==> config.mk <==
export PLATFORM = sky130hd
export DESIGN_NAME = two_wire_sensor_bus_master_core
export DESIGN_NICKNAME = d
export VERILOG_FILES = /design/src/rtl/twsbm_pkg.sv /design/src/rtl/two_wire_sensor_bus_master_core.sv
export VERILOG_INCLUDE_DIRS = /design/src /design/src/rtl
export SDC_FILE = /design/constraint.sdc
export NUM_CORES = 1
export LEC_CHECK = 0
export BUFFER_PORTS_ARGS = -buffer_cell sky130_fd_sc_hd__buf_2
export CAP_MARGIN = 20
export CORE_MARGIN = 1
export CORE_UTILIZATION = 59
export DETAILED_ROUTE_END_ITERATION = 10
export GPL_TIMING_DRIVEN = 0
export PLACE_DENSITY_LB_ADDON = 0.05
export SYNTH_ARGS = -nofsm -noshare
export SYNTH_HDL_FRONTEND = slang
export SYNTH_SLANG_ARGS = --single-unit
==> constraint.sdc <==
create_clock -name clk -period 4.3 [get_ports clk]
set_input_delay 0.43 -clock clk [delete_from_list [all_inputs] [get_ports clk]]
set_output_delay 0.43 -clock clk [all_outputs]
set_load 0.03 [all_outputs]
==> src/rtl/two_wire_sensor_bus_master_core_macros.svh <==
// ----------------------------------------------------------------------------
// two-wire sensor bus master assertion macros
// shared concurrent assertion helpers for the bus master rtl
// ----------------------------------------------------------------------------
`ifndef TWO_WIRE_SENSOR_BUS_MASTER_CORE_MACROS_SVH
`define TWO_WIRE_SENSOR_BUS_MASTER_CORE_MACROS_SVH

// same-cycle implication, disabled during reset
`define TWSBM_ASSERT_IMP(name, clk, rst_n, ante, cons) \
  name: assert property (@(posedge clk) disable iff (!rst_n) (ante) |-> (cons)) \
    else $error("twsbm assertion failed");

// next-cycle implication, disabled during reset
`define TWSBM_ASSERT_NXT(name, clk, rst_n, ante, cons) \
  name: assert property (@(posedge clk) disable iff (!rst_n) (ante) |=> (cons)) \
    else $error("twsbm assertion failed");

`endif

==> src/rtl/twsbm_pkg.sv <==
// ----------------------------------------------------------------------------
// twsbm_pkg
// types, codes and crc helpers for the two-wire sensor bus master
// ----------------------------------------------------------------------------
package twsbm_pkg;

  // configuration defaults
  localparam logic [7:0]  PHASE_TICKS_RST = 8'd20;
  localparam logic [17:0] WAIT_LIMIT_RST  = 18'd250000;
  localparam logic        CRC_ENABLE_RST  = 1'b1;
  localparam int          RECOVERY_CLOCKS_DEF = 9;

  // configuration register indexes
  localparam logic [1:0] CFG_PHASE_TICKS = 2'd0;
  localparam logic [1:0] CFG_WAIT_LIMIT  = 2'd1;
  localparam logic [1:0] CFG_CRC_ENABLE  = 2'd2;

  // operation codes
  localparam logic [1:0] OP_TEMP    = 2'd0;
  localparam logic [1:0] OP_HUMI    = 2'd1;
  localparam logic [1:0] OP_SREG    = 2'd2;
  localparam logic [1:0] OP_ILLEGAL = 2'd3;

  // sensor command bytes
  localparam logic [7:0] CMD_TEMP = 8'h03;
  localparam logic [7:0] CMD_HUMI = 8'h05;
  localparam logic [7:0] CMD_SREG = 8'h07;

  // status codes
  localparam logic [2:0] STAT_OK      = 3'd0;
  localparam logic [2:0] STAT_NACK    = 3'd1;
  localparam logic [2:0] STAT_CRC     = 3'd2;
  localparam logic [2:0] STAT_TIMEOUT = 3'd3;
  localparam logic [2:0] STAT_ILLEGAL = 3'd4;

  localparam logic [7:0] CRC_POLY = 8'h31;

  // start pattern per segment, bit i is segment i
  localparam logic [5:0] START_SCL = 6'b110110;
  localparam logic [5:0] START_LOW = 6'b011100;

  typedef enum logic [3:0] {
    ST_IDLE       = 4'd0,
    ST_START      = 4'd1,
    ST_WRITE      = 4'd2,
    ST_WACK       = 4'd3,
    ST_POLL       = 4'd4,
    ST_READ       = 4'd5,
    ST_RACK       = 4'd6,
    ST_RECOVER    = 4'd7,
    ST_RSTART     = 4'd8,
    ST_REPORT     = 4'd9,
    ST_REPORT_ILL = 4'd10
  } seq_state_t;

  typedef struct packed {
    logic       start_req;
    logic [1:0] operation;
    logic       sda_in;
  } in_item_t;

  typedef struct packed {
    logic        scl;
    logic        sda_drive_low;
    logic        busy_res;
    logic        done_res;
    logic [2:0]  status;
    logic [15:0] value;
  } out_item_t;

  // crc-8 update over one byte, msb first
  function automatic logic [7:0] crc8_update(input logic [7:0] acc, input logic [7:0] b);
    logic [7:0] a;
    a = acc ^ b;
    for (int i = 0; i < 8; i++) begin
      a = a[7] ? ((a << 1) ^ CRC_POLY) : (a << 1);
    end
    return a;
  endfunction

  // bit order reversal of a byte
  function automatic logic [7:0] bit_rev8(input logic [7:0] v);
    logic [7:0] r;
    for (int i = 0; i < 8; i++) begin
      r[7 - i] = v[i];
    end
    return r;
  endfunction

endpackage

==> src/rtl/two_wire_sensor_bus_master_core.sv <==
// result: each accepted tick's result is registered and presented in the cycle after it
// throughput: one tick per cycle; the sequencer state and result register
//   update together in a single pass, so ready only drops when a result is stalled
// reset: synchronous active-low rst_n returns the sequencer to idle, clears counters
//   and loads the configuration defaults; no clearing pass
// ----------------------------------------------------------------------------
// two_wire_sensor_bus_master_core
// tick-driven bus master for a two-wire humidity and temperature sensor:
// start pattern, command write, ack, ready poll, byte reads and crc-8 check
// ----------------------------------------------------------------------------
`include "two_wire_sensor_bus_master_core_macros.svh"

module two_wire_sensor_bus_master_core import twsbm_pkg::*; #(
  parameter int RECOVERY_CLOCKS = RECOVERY_CLOCKS_DEF
) (
  input  logic        clk,
  input  logic        rst_n,
  // tick input
  input  logic        in_valid,
  output logic        in_ready,
  input  in_item_t    in_data,
  // result output
  output logic        out_valid,
  input  logic        out_ready,
  output out_item_t   out_data,
  // configuration writes
  input  logic        cfg_valid,
  output logic        cfg_ready,
  input  logic [1:0]  cfg_index,
  input  logic [17:0] cfg_data
);

  localparam logic [17:0] RecoverEnd = 18'(2 * RECOVERY_CLOCKS);

  // configuration registers
  logic [7:0]  phase_ticks_r;
  logic [17:0] wait_limit_r;
  logic        crc_enable_r;

  // sequencer state
  seq_state_t  state_r, state_nxt;
  logic [7:0]  phase_count_r, phase_count_nxt;
  logic [3:0]  bit_count_r, bit_count_nxt;
  logic [1:0]  byte_index_r, byte_index_nxt;
  logic [7:0]  shift_byte_r, shift_byte_nxt;
  logic [15:0] data_hold_r, data_hold_nxt;
  logic [7:0]  crc_acc_r, crc_acc_nxt;
  logic [17:0] wait_count_r, wait_count_nxt;
  logic [7:0]  command_latch_r, command_latch_nxt;

  // result register
  logic        out_valid_r;
  out_item_t   out_data_r;
  out_item_t   res;

  logic        in_fire;
  logic [7:0]  ticks;
  logic        seg_end;
  logic [1:0]  last_byte;
  logic        rack_more;
  logic [17:0] wait_inc;
  logic [7:0]  cmd_sel;

  assign in_ready  = !out_valid_r || out_ready;
  assign in_fire   = in_valid && in_ready;
  assign out_valid = out_valid_r;
  assign out_data  = out_data_r;
  assign cfg_ready = 1'b1;

  // configuration write port
  always_ff @(posedge clk) begin
    if (!rst_n) begin
      phase_ticks_r <= PHASE_TICKS_RST;
      wait_limit_r  <= WAIT_LIMIT_RST;
      crc_enable_r  <= CRC_ENABLE_RST;
    end else if (cfg_valid) begin
      case (cfg_index)
        CFG_PHASE_TICKS: phase_ticks_r <= cfg_data[7:0];
        CFG_WAIT_LIMIT:  wait_limit_r  <= cfg_data;
        CFG_CRC_ENABLE:  crc_enable_r  <= cfg_data[0];
        default: ;
      endcase
    end
  end

  // per-tick bus outputs and next state
  always_comb begin
    state_nxt         = state_r;
    bit_count_nxt     = bit_count_r;
    byte_index_nxt    = byte_index_r;
    shift_byte_nxt    = shift_byte_r;
    data_hold_nxt     = data_hold_r;
    crc_acc_nxt       = crc_acc_r;
    wait_count_nxt    = wait_count_r;
    command_latch_nxt = command_latch_r;

    res          = '0;
    res.busy_res = 1'b1;

    ticks     = (phase_ticks_r == 8'd0) ? 8'd1 : phase_ticks_r;
    seg_end   = ({1'b0, phase_count_r} + 9'd1) >= {1'b0, ticks};
    last_byte = (command_latch_r == CMD_SREG) ? 2'd1 : 2'd2;
    rack_more = byte_index_r < last_byte;
    wait_inc  = wait_count_r + 18'd1;

    case (in_data.operation)
      OP_TEMP: cmd_sel = CMD_TEMP;
      OP_HUMI: cmd_sel = CMD_HUMI;
      default: cmd_sel = CMD_SREG;
    endcase

    // bus levels for this tick
    case (state_r)
      ST_START, ST_RSTART: begin
        if (bit_count_r < 4'd6) begin
          res.scl           = START_SCL[bit_count_r[2:0]];
          res.sda_drive_low = START_LOW[bit_count_r[2:0]];
        end
      end
      ST_WRITE: begin
        res.scl           = bit_count_r[0];
        res.sda_drive_low = !shift_byte_r[7];
      end
      ST_WACK, ST_READ: res.scl = bit_count_r[0];
      ST_RACK: begin
        res.scl           = bit_count_r[0];
        res.sda_drive_low = rack_more;
      end
      ST_POLL: ;
      ST_RECOVER: res.scl = !wait_count_r[0];
      ST_REPORT: begin
        res.busy_res = 1'b0;
        res.done_res = 1'b1;
        res.status   = {1'b0, byte_index_r};
        res.value    = (byte_index_r == STAT_OK[1:0]) ? data_hold_r : 16'd0;
      end
      ST_REPORT_ILL: begin
        res.busy_res = 1'b0;
        res.done_res = 1'b1;
        res.status   = STAT_ILLEGAL;
      end
      default: res.busy_res = 1'b0;
    endcase

    // segment tick counter
    phase_count_nxt = seg_end ? 8'd0 : phase_count_r + 8'd1;

    // sequencer transitions
    case (state_r)
      ST_START, ST_RSTART: begin
        if (seg_end) begin
          if (bit_count_r >= 4'd5) begin
            bit_count_nxt = 4'd0;
            state_nxt     = (state_r == ST_START) ? ST_WRITE : ST_REPORT;
          end else begin
            bit_count_nxt = bit_count_r + 4'd1;
          end
        end
      end
      ST_WRITE: begin
        if (seg_end) begin
          if (bit_count_r == 4'd15) begin
            bit_count_nxt = 4'd0;
            state_nxt     = ST_WACK;
          end else begin
            if (bit_count_r[0]) shift_byte_nxt = shift_byte_r << 1;
            bit_count_nxt = bit_count_r + 4'd1;
          end
        end
      end
      ST_WACK: begin
        if (seg_end) begin
          if (bit_count_r == 4'd0) begin
            bit_count_nxt = 4'd1;
          end else if (in_data.sda_in) begin
            state_nxt      = ST_RECOVER;
            byte_index_nxt = STAT_NACK[1:0];
            wait_count_nxt = 18'd0;
            bit_count_nxt  = 4'd0;
          end else begin
            bit_count_nxt  = 4'd0;
            shift_byte_nxt = 8'd0;
            wait_count_nxt = 18'd0;
            state_nxt      = (command_latch_r == CMD_SREG) ? ST_READ : ST_POLL;
          end
        end
      end
      ST_POLL: begin
        if (!in_data.sda_in) begin
          state_nxt       = ST_READ;
          bit_count_nxt   = 4'd0;
          phase_count_nxt = 8'd0;
          shift_byte_nxt  = 8'd0;
        end else if (wait_inc == 18'd0 || wait_inc >= wait_limit_r) begin
          state_nxt       = ST_RECOVER;
          byte_index_nxt  = STAT_TIMEOUT[1:0];
          wait_count_nxt  = 18'd0;
          phase_count_nxt = 8'd0;
          bit_count_nxt   = 4'd0;
        end else begin
          wait_count_nxt = wait_inc;
        end
      end
      ST_READ: begin
        if (seg_end) begin
          if (bit_count_r[0]) shift_byte_nxt = {shift_byte_r[6:0], in_data.sda_in};
          if (bit_count_r == 4'd15) begin
            bit_count_nxt = 4'd0;
            state_nxt     = ST_RACK;
          end else begin
            bit_count_nxt = bit_count_r + 4'd1;
          end
        end
      end
      ST_RACK: begin
        if (seg_end) begin
          if (bit_count_r == 4'd0) begin
            bit_count_nxt = 4'd1;
          end else if (rack_more) begin
            data_hold_nxt  = {data_hold_r[7:0], shift_byte_r};
            crc_acc_nxt    = crc8_update(crc_acc_r, shift_byte_r);
            byte_index_nxt = byte_index_r + 2'd1;
            bit_count_nxt  = 4'd0;
            shift_byte_nxt = 8'd0;
            state_nxt      = ST_READ;
          end else if (crc_enable_r && (crc_acc_r != bit_rev8(shift_byte_r))) begin
            state_nxt      = ST_RECOVER;
            byte_index_nxt = STAT_CRC[1:0];
            wait_count_nxt = 18'd0;
            bit_count_nxt  = 4'd0;
          end else begin
            byte_index_nxt = 2'd0;
            state_nxt      = ST_REPORT;
          end
        end
      end
      ST_RECOVER: begin
        if (seg_end) begin
          wait_count_nxt = wait_inc;
          if (wait_inc >= RecoverEnd) begin
            bit_count_nxt = 4'd0;
            state_nxt     = ST_RSTART;
          end
        end
      end
      ST_REPORT, ST_REPORT_ILL: state_nxt = ST_IDLE;
      default: begin
        // idle, and any unused code falls back here
        state_nxt = ST_IDLE;
        if (in_data.start_req) begin
          if (in_data.operation == OP_ILLEGAL) begin
            state_nxt = ST_REPORT_ILL;
          end else begin
            command_latch_nxt = cmd_sel;
            shift_byte_nxt    = cmd_sel;
            crc_acc_nxt       = crc8_update(8'd0, cmd_sel);
            data_hold_nxt     = 16'd0;
            byte_index_nxt    = 2'd0;
            bit_count_nxt     = 4'd0;
            phase_count_nxt   = 8'd0;
            wait_count_nxt    = 18'd0;
            state_nxt         = ST_START;
          end
        end
      end
    endcase
  end

  // sequencer registers, advanced once per accepted tick
  always_ff @(posedge clk) begin
    if (!rst_n) begin
      state_r         <= ST_IDLE;
      phase_count_r   <= '0;
      bit_count_r     <= '0;
      byte_index_r    <= '0;
      shift_byte_r    <= '0;
      data_hold_r     <= '0;
      crc_acc_r       <= '0;
      wait_count_r    <= '0;
      command_latch_r <= '0;
    end else if (in_fire) begin
      state_r         <= state_nxt;
      phase_count_r   <= phase_count_nxt;
      bit_count_r     <= bit_count_nxt;
      byte_index_r    <= byte_index_nxt;
      shift_byte_r    <= shift_byte_nxt;
      data_hold_r     <= data_hold_nxt;
      crc_acc_r       <= crc_acc_nxt;
      wait_count_r    <= wait_count_nxt;
      command_latch_r <= command_latch_nxt;
    end
  end

  // result valid flag
  always_ff @(posedge clk) begin
    if (!rst_n) begin
      out_valid_r <= 1'b0;
    end else if (in_fire) begin
      out_valid_r <= 1'b1;
    end else if (out_ready) begin
      out_valid_r <= 1'b0;
    end
  end

  // result payload
  always_ff @(posedge clk) begin
    if (in_fire) begin
      out_data_r <= res;
    end
  end

  // a report tick produces a done result
  `TWSBM_ASSERT_NXT(a_report_done, clk, rst_n,
    in_fire && (state_r == ST_REPORT || state_r == ST_REPORT_ILL),
    out_valid_r && out_data_r.done_res && !out_data_r.busy_res)

  // idle without a request stays idle and reports not busy
  `TWSBM_ASSERT_NXT(a_idle_quiet, clk, rst_n,
    in_fire && state_r == ST_IDLE && !in_data.start_req,
    state_r == ST_IDLE && !out_data_r.busy_res && !out_data_r.done_res)

  // recovery always carries a failure code to report
  `TWSBM_ASSERT_IMP(a_recover_code, clk, rst_n,
    state_r == ST_RECOVER,
    byte_index_r != STAT_OK[1:0])

  // start pattern segment index stays within the pattern
  `TWSBM_ASSERT_IMP(a_start_seg, clk, rst_n,
    state_r == ST_START || state_r == ST_RSTART,
    bit_count_r < 4'd6)

endmodule
==> impl_metrics.prom <==
# TYPE chip_impl_metric gauge
chip_impl_info{name="worstReg2RegStart",value="wait_count_r[0]$_SDFFE_PN0P_"} 1
chip_impl_metric{name="fin_nets",unit=""} 1017
chip_impl_info{name="tritoncts",value="yes"} 1
chip_impl_metric{name="cell_depth_of_the_worst_min_delay_path",unit=""} 3
chip_impl_metric{name="multiplexer_share_of_the_synthesized_area",unit="%"} 1.53
chip_impl_metric{name="floorplan.die.width",unit="um"} 112
chip_impl_metric{name="clk-insertion-delay-late",unit="ns"} 0.43
chip_impl_info{name="most_frequent_standard_cell_in_the_layout_excluding_fill_and_tap_cells",value="nor2_1"} 1
chip_impl_info{name="timing.hold.worst.class",value="input port to flop"} 1
chip_impl_metric{name="num_vias",unit=""} 6728
chip_impl_metric{name="sequentialPowerShare",unit="%"} 36.5
chip_impl_info{name="crit_path_end_kind",value="flop"} 1
chip_impl_info{name="synth_top_family_by_area",value="simple AND/OR/NAND/NOR gates"} 1
chip_impl_metric{name="number_of_cells_in_the_finished_layout_apart_from_fillers",unit=""} 1109
chip_impl_metric{name="power_internal",unit="W"} 0.00236
chip_impl_metric{name="synth_edf_count",unit=""} 23
chip_impl_metric{name="number_of_clock_sinks",unit=""} 124
chip_impl_metric{name="worst-r2r-setup-slack",unit="ns"} 0.22
chip_impl_metric{name="synth_top_cell_area_share",unit="%"} 28.1
chip_impl_metric{name="port_buffers",unit=""} 52
chip_impl_metric{name="rows",unit=""} 39
chip_impl_metric{name="detail_route.first_pass.iterations",unit=""} 5
chip_impl_metric{name="worst_pin_slew",unit="ns"} 0.860
chip_impl_metric{name="timing.final.crit_share",unit="%"} 95.0
chip_impl_metric{name="swShare",unit="%"} 34.6
chip_impl_metric{name="asyncSetResetFlopFracSynth",unit="%"} 0
chip_impl_metric{name="wl",unit="um"} 19700
chip_impl_metric{name="first_global_vias",unit=""} 6565
chip_impl_metric{name="postSynthCellCount",unit=""} 878
chip_impl_metric{name="tns",unit="ns"} 0
chip_impl_metric{name="cp_data_arrival_time",unit="ns"} 4.40
chip_impl_metric{name="timing.slew.headroom",unit="%"} 42.7
chip_impl_metric{name="total_cts_buffers",unit=""} 17
chip_impl_info{name="status",value="finished clean"} 1
chip_impl_metric{name="synthDistinctLibCells",unit=""} 72
chip_impl_info{name="worst_hold_startpoint",value="cfg_data[14]"} 1
chip_impl_metric{name="yosys.area_share.simple",unit="%"} 23.0
chip_impl_metric{name="synth.cell_area",unit="sq um"} 7200
chip_impl_metric{name="grt.total_usage",unit="%"} 32.6
chip_impl_metric{name="timing.critical_path.required",unit="ns"} 4.61
chip_impl_metric{name="post_synth_xor_area_fraction",unit="%"} 6.69
chip_impl_metric{name="fraction_of_the_mapped_netlist_area_in_compound_gates",unit="%"} 19.7
chip_impl_metric{name="report.final.slew_viol_count",unit=""} 0
chip_impl_metric{name="finalHoldViolations",unit=""} 0
chip_impl_metric{name="clk_transition_reported_paths",unit="ns"} 0.06
chip_impl_metric{name="fin_crit",unit="ns"} 4.08
chip_impl_metric{name="remaining_drc_errors",unit=""} 0
chip_impl_metric{name="clkPwrFrac",unit="%"} 36.8
chip_impl_metric{name="core",unit="sq um"} 11700
chip_impl_metric{name="achievable-frequency",unit="MHz"} 245
chip_impl_metric{name="die_area",unit="sq um"} 12600
chip_impl_metric{name="antenna_left",unit=""} 0
chip_impl_metric{name="layout_cell_share_with_drive_strength_beyond_1",unit="%"} 13.5
chip_impl_metric{name="n_fill_cell",unit=""} 918
chip_impl_metric{name="yosysSeqAreaShare",unit="%"} 37.7
chip_impl_metric{name="max_h_tree_level",unit=""} 4
chip_impl_metric{name="final-setup-viol-count",unit=""} 0
chip_impl_metric{name="p_total",unit="W"} 0.00361
chip_impl_metric{name="power_switching",unit="W"} 0.00125
chip_impl_metric{name="wl_per_cell",unit="um"} 17.7
chip_impl_metric{name="initial_utilization",unit="%"} 61.7
chip_impl_info{name="most-common-layout-cells",value="nor2_1, dfxtp_1, nand2_1"} 1
chip_impl_info{name="cts-root-buf",value="clkbuf_16"} 1
chip_impl_metric{name="cp_max_fo",unit=""} 7
chip_impl_metric{name="cts_hold_buffers",unit=""} 0
chip_impl_metric{name="flop_and_latch_count_out_of_synthesis",unit=""} 124
chip_impl_metric{name="grt_antenna_before_repair",unit=""} 0
chip_impl_metric{name="grt_start_max_net_pins",unit=""} 33
chip_impl_metric{name="combPwrFrac",unit="%"} 26.7
chip_impl_metric{name="powerDensity",unit="nW/um^2"} 436
chip_impl_metric{name="synth-adder-area-share",unit="%"} 6.08
chip_impl_metric{name="grt.overflow.total",unit=""} 0
chip_impl_metric{name="dpl.cell_count",unit=""} 1073
chip_impl_metric{name="synth_area_per_cell",unit="sq um"} 8.20
chip_impl_info{name="category_of_the_worst_setup_path_launch_point",value="flop"} 1
chip_impl_info{name="grt_setup_unrepaired",value="false"} 1
chip_impl_metric{name="avgViaCountPerCell",unit=""} 6.07
chip_impl_metric{name="ir_worst_vdd",unit="mV"} 0.356
chip_impl_metric{name="drt_iter0_markers",unit=""} 693
chip_impl_metric{name="reg2reg_depth",unit=""} 15
chip_impl_metric{name="finalClockSkew",unit="ns"} 0.00737
chip_impl_metric{name="io_pins",unit=""} 55
chip_impl_info{name="postSynth.topFlopCell",value="dfxtp_1"} 1
chip_impl_metric{name="maxCapViolations",unit=""} 0
chip_impl_metric{name="floorplan.die.height",unit="um"} 112
chip_impl_metric{name="area_delta_synth_final",unit="%"} 14.9
chip_impl_metric{name="cts.path.max_buffers",unit=""} 2
chip_impl_metric{name="synthesis.yosys.warnings",unit=""} 0
chip_impl_metric{name="grt_pass1_wl",unit="um"} 32100
chip_impl_info{name="synthTopCellsByArea",value="dfxtp_1, edfxtp_1, ha_1"} 1
chip_impl_info{name="timing_worst_setup_path_type",value="flop to flop"} 1
chip_impl_info{name="netlist.top_cell.by_area",value="dfxtp_1"} 1
chip_impl_info{name="hold_path_end",value="wait_limit_r[14]$_SDFFE_PN1P_"} 1
chip_impl_metric{name="place_hpwl",unit="um"} 14300
chip_impl_metric{name="n_antenna_cell",unit=""} 0
chip_impl_metric{name="gp_congestion",unit=""} 0.910
chip_impl_metric{name="p_leak",unit="nW"} 3.25
chip_impl_metric{name="syn_nets",unit=""} 942
==> flip-flops by register name, indices dropped and copies added (netlist names), named ones only <==
signal and count:
wait_count_r 18, wait_limit_r 18, shift_byte_r 8, data_hold_r 16
out_valid 1, phase_ticks_r 8, crc_enable_r 1, crc_acc_r 8
phase_count_r 8, state_r 4, bit_count_r 4, out_data 23
command_latch_r 3, byte_index_r 2
==> kinds of logic after synthesis <==
| kind of cell | Yosys count |
|---|---|
| mux | 11 |
| compound gates | 218 |
| other cells | 1 |
| fa+ha+maj | 35 |
| simple gates | 341 |
| xor+xnor | 55 |
| flops | 124 |
| buf+inv | 93 |
==> cells in the mapped netlist, drive strengths merged, types with 14 or more instances <==
cell / instances
a21oi: 72
xnor2: 39
inv: 40
xor2: 16
clkbuf: 41
o21ai: 32
ha: 35
a22oi: 34
o211ai: 15
and2: 19
nand3: 21
nor2: 114
a211oi: 14
dfxtp: 101
edfxtp: 23
nand2: 91
==> timing repair <==
action / CTS / global route
setup buffers: 0 / 4
endpoints found under the setup margin: 12 / 35
resized for setup: 3 / 12
==> power by group through the flow <==
stage	Combinational (W)	Clock [W]	Sequential [W]
6_report	0.000964	0.00133	0.00131
5_1_grt	0.00106	0.00139	0.00132
4_1_cts	0.000939	0.00134	0.00131
3_5_place_dp	0.000927	0	0.00134
3_3_place_gp	0.000915	0	0.00134
2_1_floorplan	0.000661	0	0.00136
==> critical path: stages, from the launching register on <==
cell	delay [ns]
dfxtp_2	0.42
ha_2	0.27
nand2_1	0.17
nor3_2	0.28
and3_2	0.24
xor2_1	0.23
ha_1	0.17
nand4_1	0.08
or2_2	0.30
o31a_1	0.28
o211ai_1	0.30
nor3_2	0.10
a21bo_1	0.28
o31ai_2	0.36
nand2_1	0.15
o31a_1	0.34
==> metal layers <==
metal	vias up	share of wire, %	GRT usage, %
met5	-	0	0
met4	0	3.2	16.6
met3	44	7.0	8.48
met2	279	48	55.2
met1	3147	42	38.2
li1	3258	-	-
==> metrics by stage <==
stage | setup WS [ns] | area (sq um) | hold WS, ns | util (%)
floorplan | 0.608 | 7200 | 0.429 | -
global placement | -0.125 | 7640 | 0.443 | 65.5
detailed placement | -0.148 | 7640 | 0.447 | 65.5
CTS | 0.00465 | 8210 | 0.224 | 70.4
global route | 0.0127 | 8270 | 0.239 | 70.9
finish | 0.215 | 8270 | 0.229 | 70.9
==> layout make-up <==
class	instances	area [sq um]	area share (%)
Timing Repair Buffer	56	290	3.51
Tap cell	143	179	2.16
Clock buffer	18	439	5.31
Clock inverter	14	110	1.33
Inverter	40	150	1.82
Buffer	53	230	2.78
Multi-Input combinational cell	661	4160	50.3
Sequential cell	124	2710	32.8
==> worst max-delay path by stage <==
stage	cells after the start	slack (ns)	startpoint	endpoint
finish	15	0.22	wait_count_r[0]$_SDFFE_PN0P_	flop
floorplan	15	0.61	wait_count_r[0]$_SDFFE_PN0P_	flop
global placement	14	-0.12	phase_count_r[0]$_SDFFE_PN0P_	wait_count_r[11]$_SDFFE_PN0P_
detailed placement	14	-0.15	phase_count_r[0]$_SDFFE_PN0P_	wait_count_r[15]$_SDFFE_PN0P_
global route	15	0.01	wait_count_r[10]$_SDFFE_PN0P_	phase_count_r[6]$_SDFFE_PN0P_
CTS	14	0.005	wait_count_r[0]$_SDFFE_PN0P_	phase_count_r[6]$_SDFFE_PN0P_
Note: power is estimated with default switching activity, not from simulation.
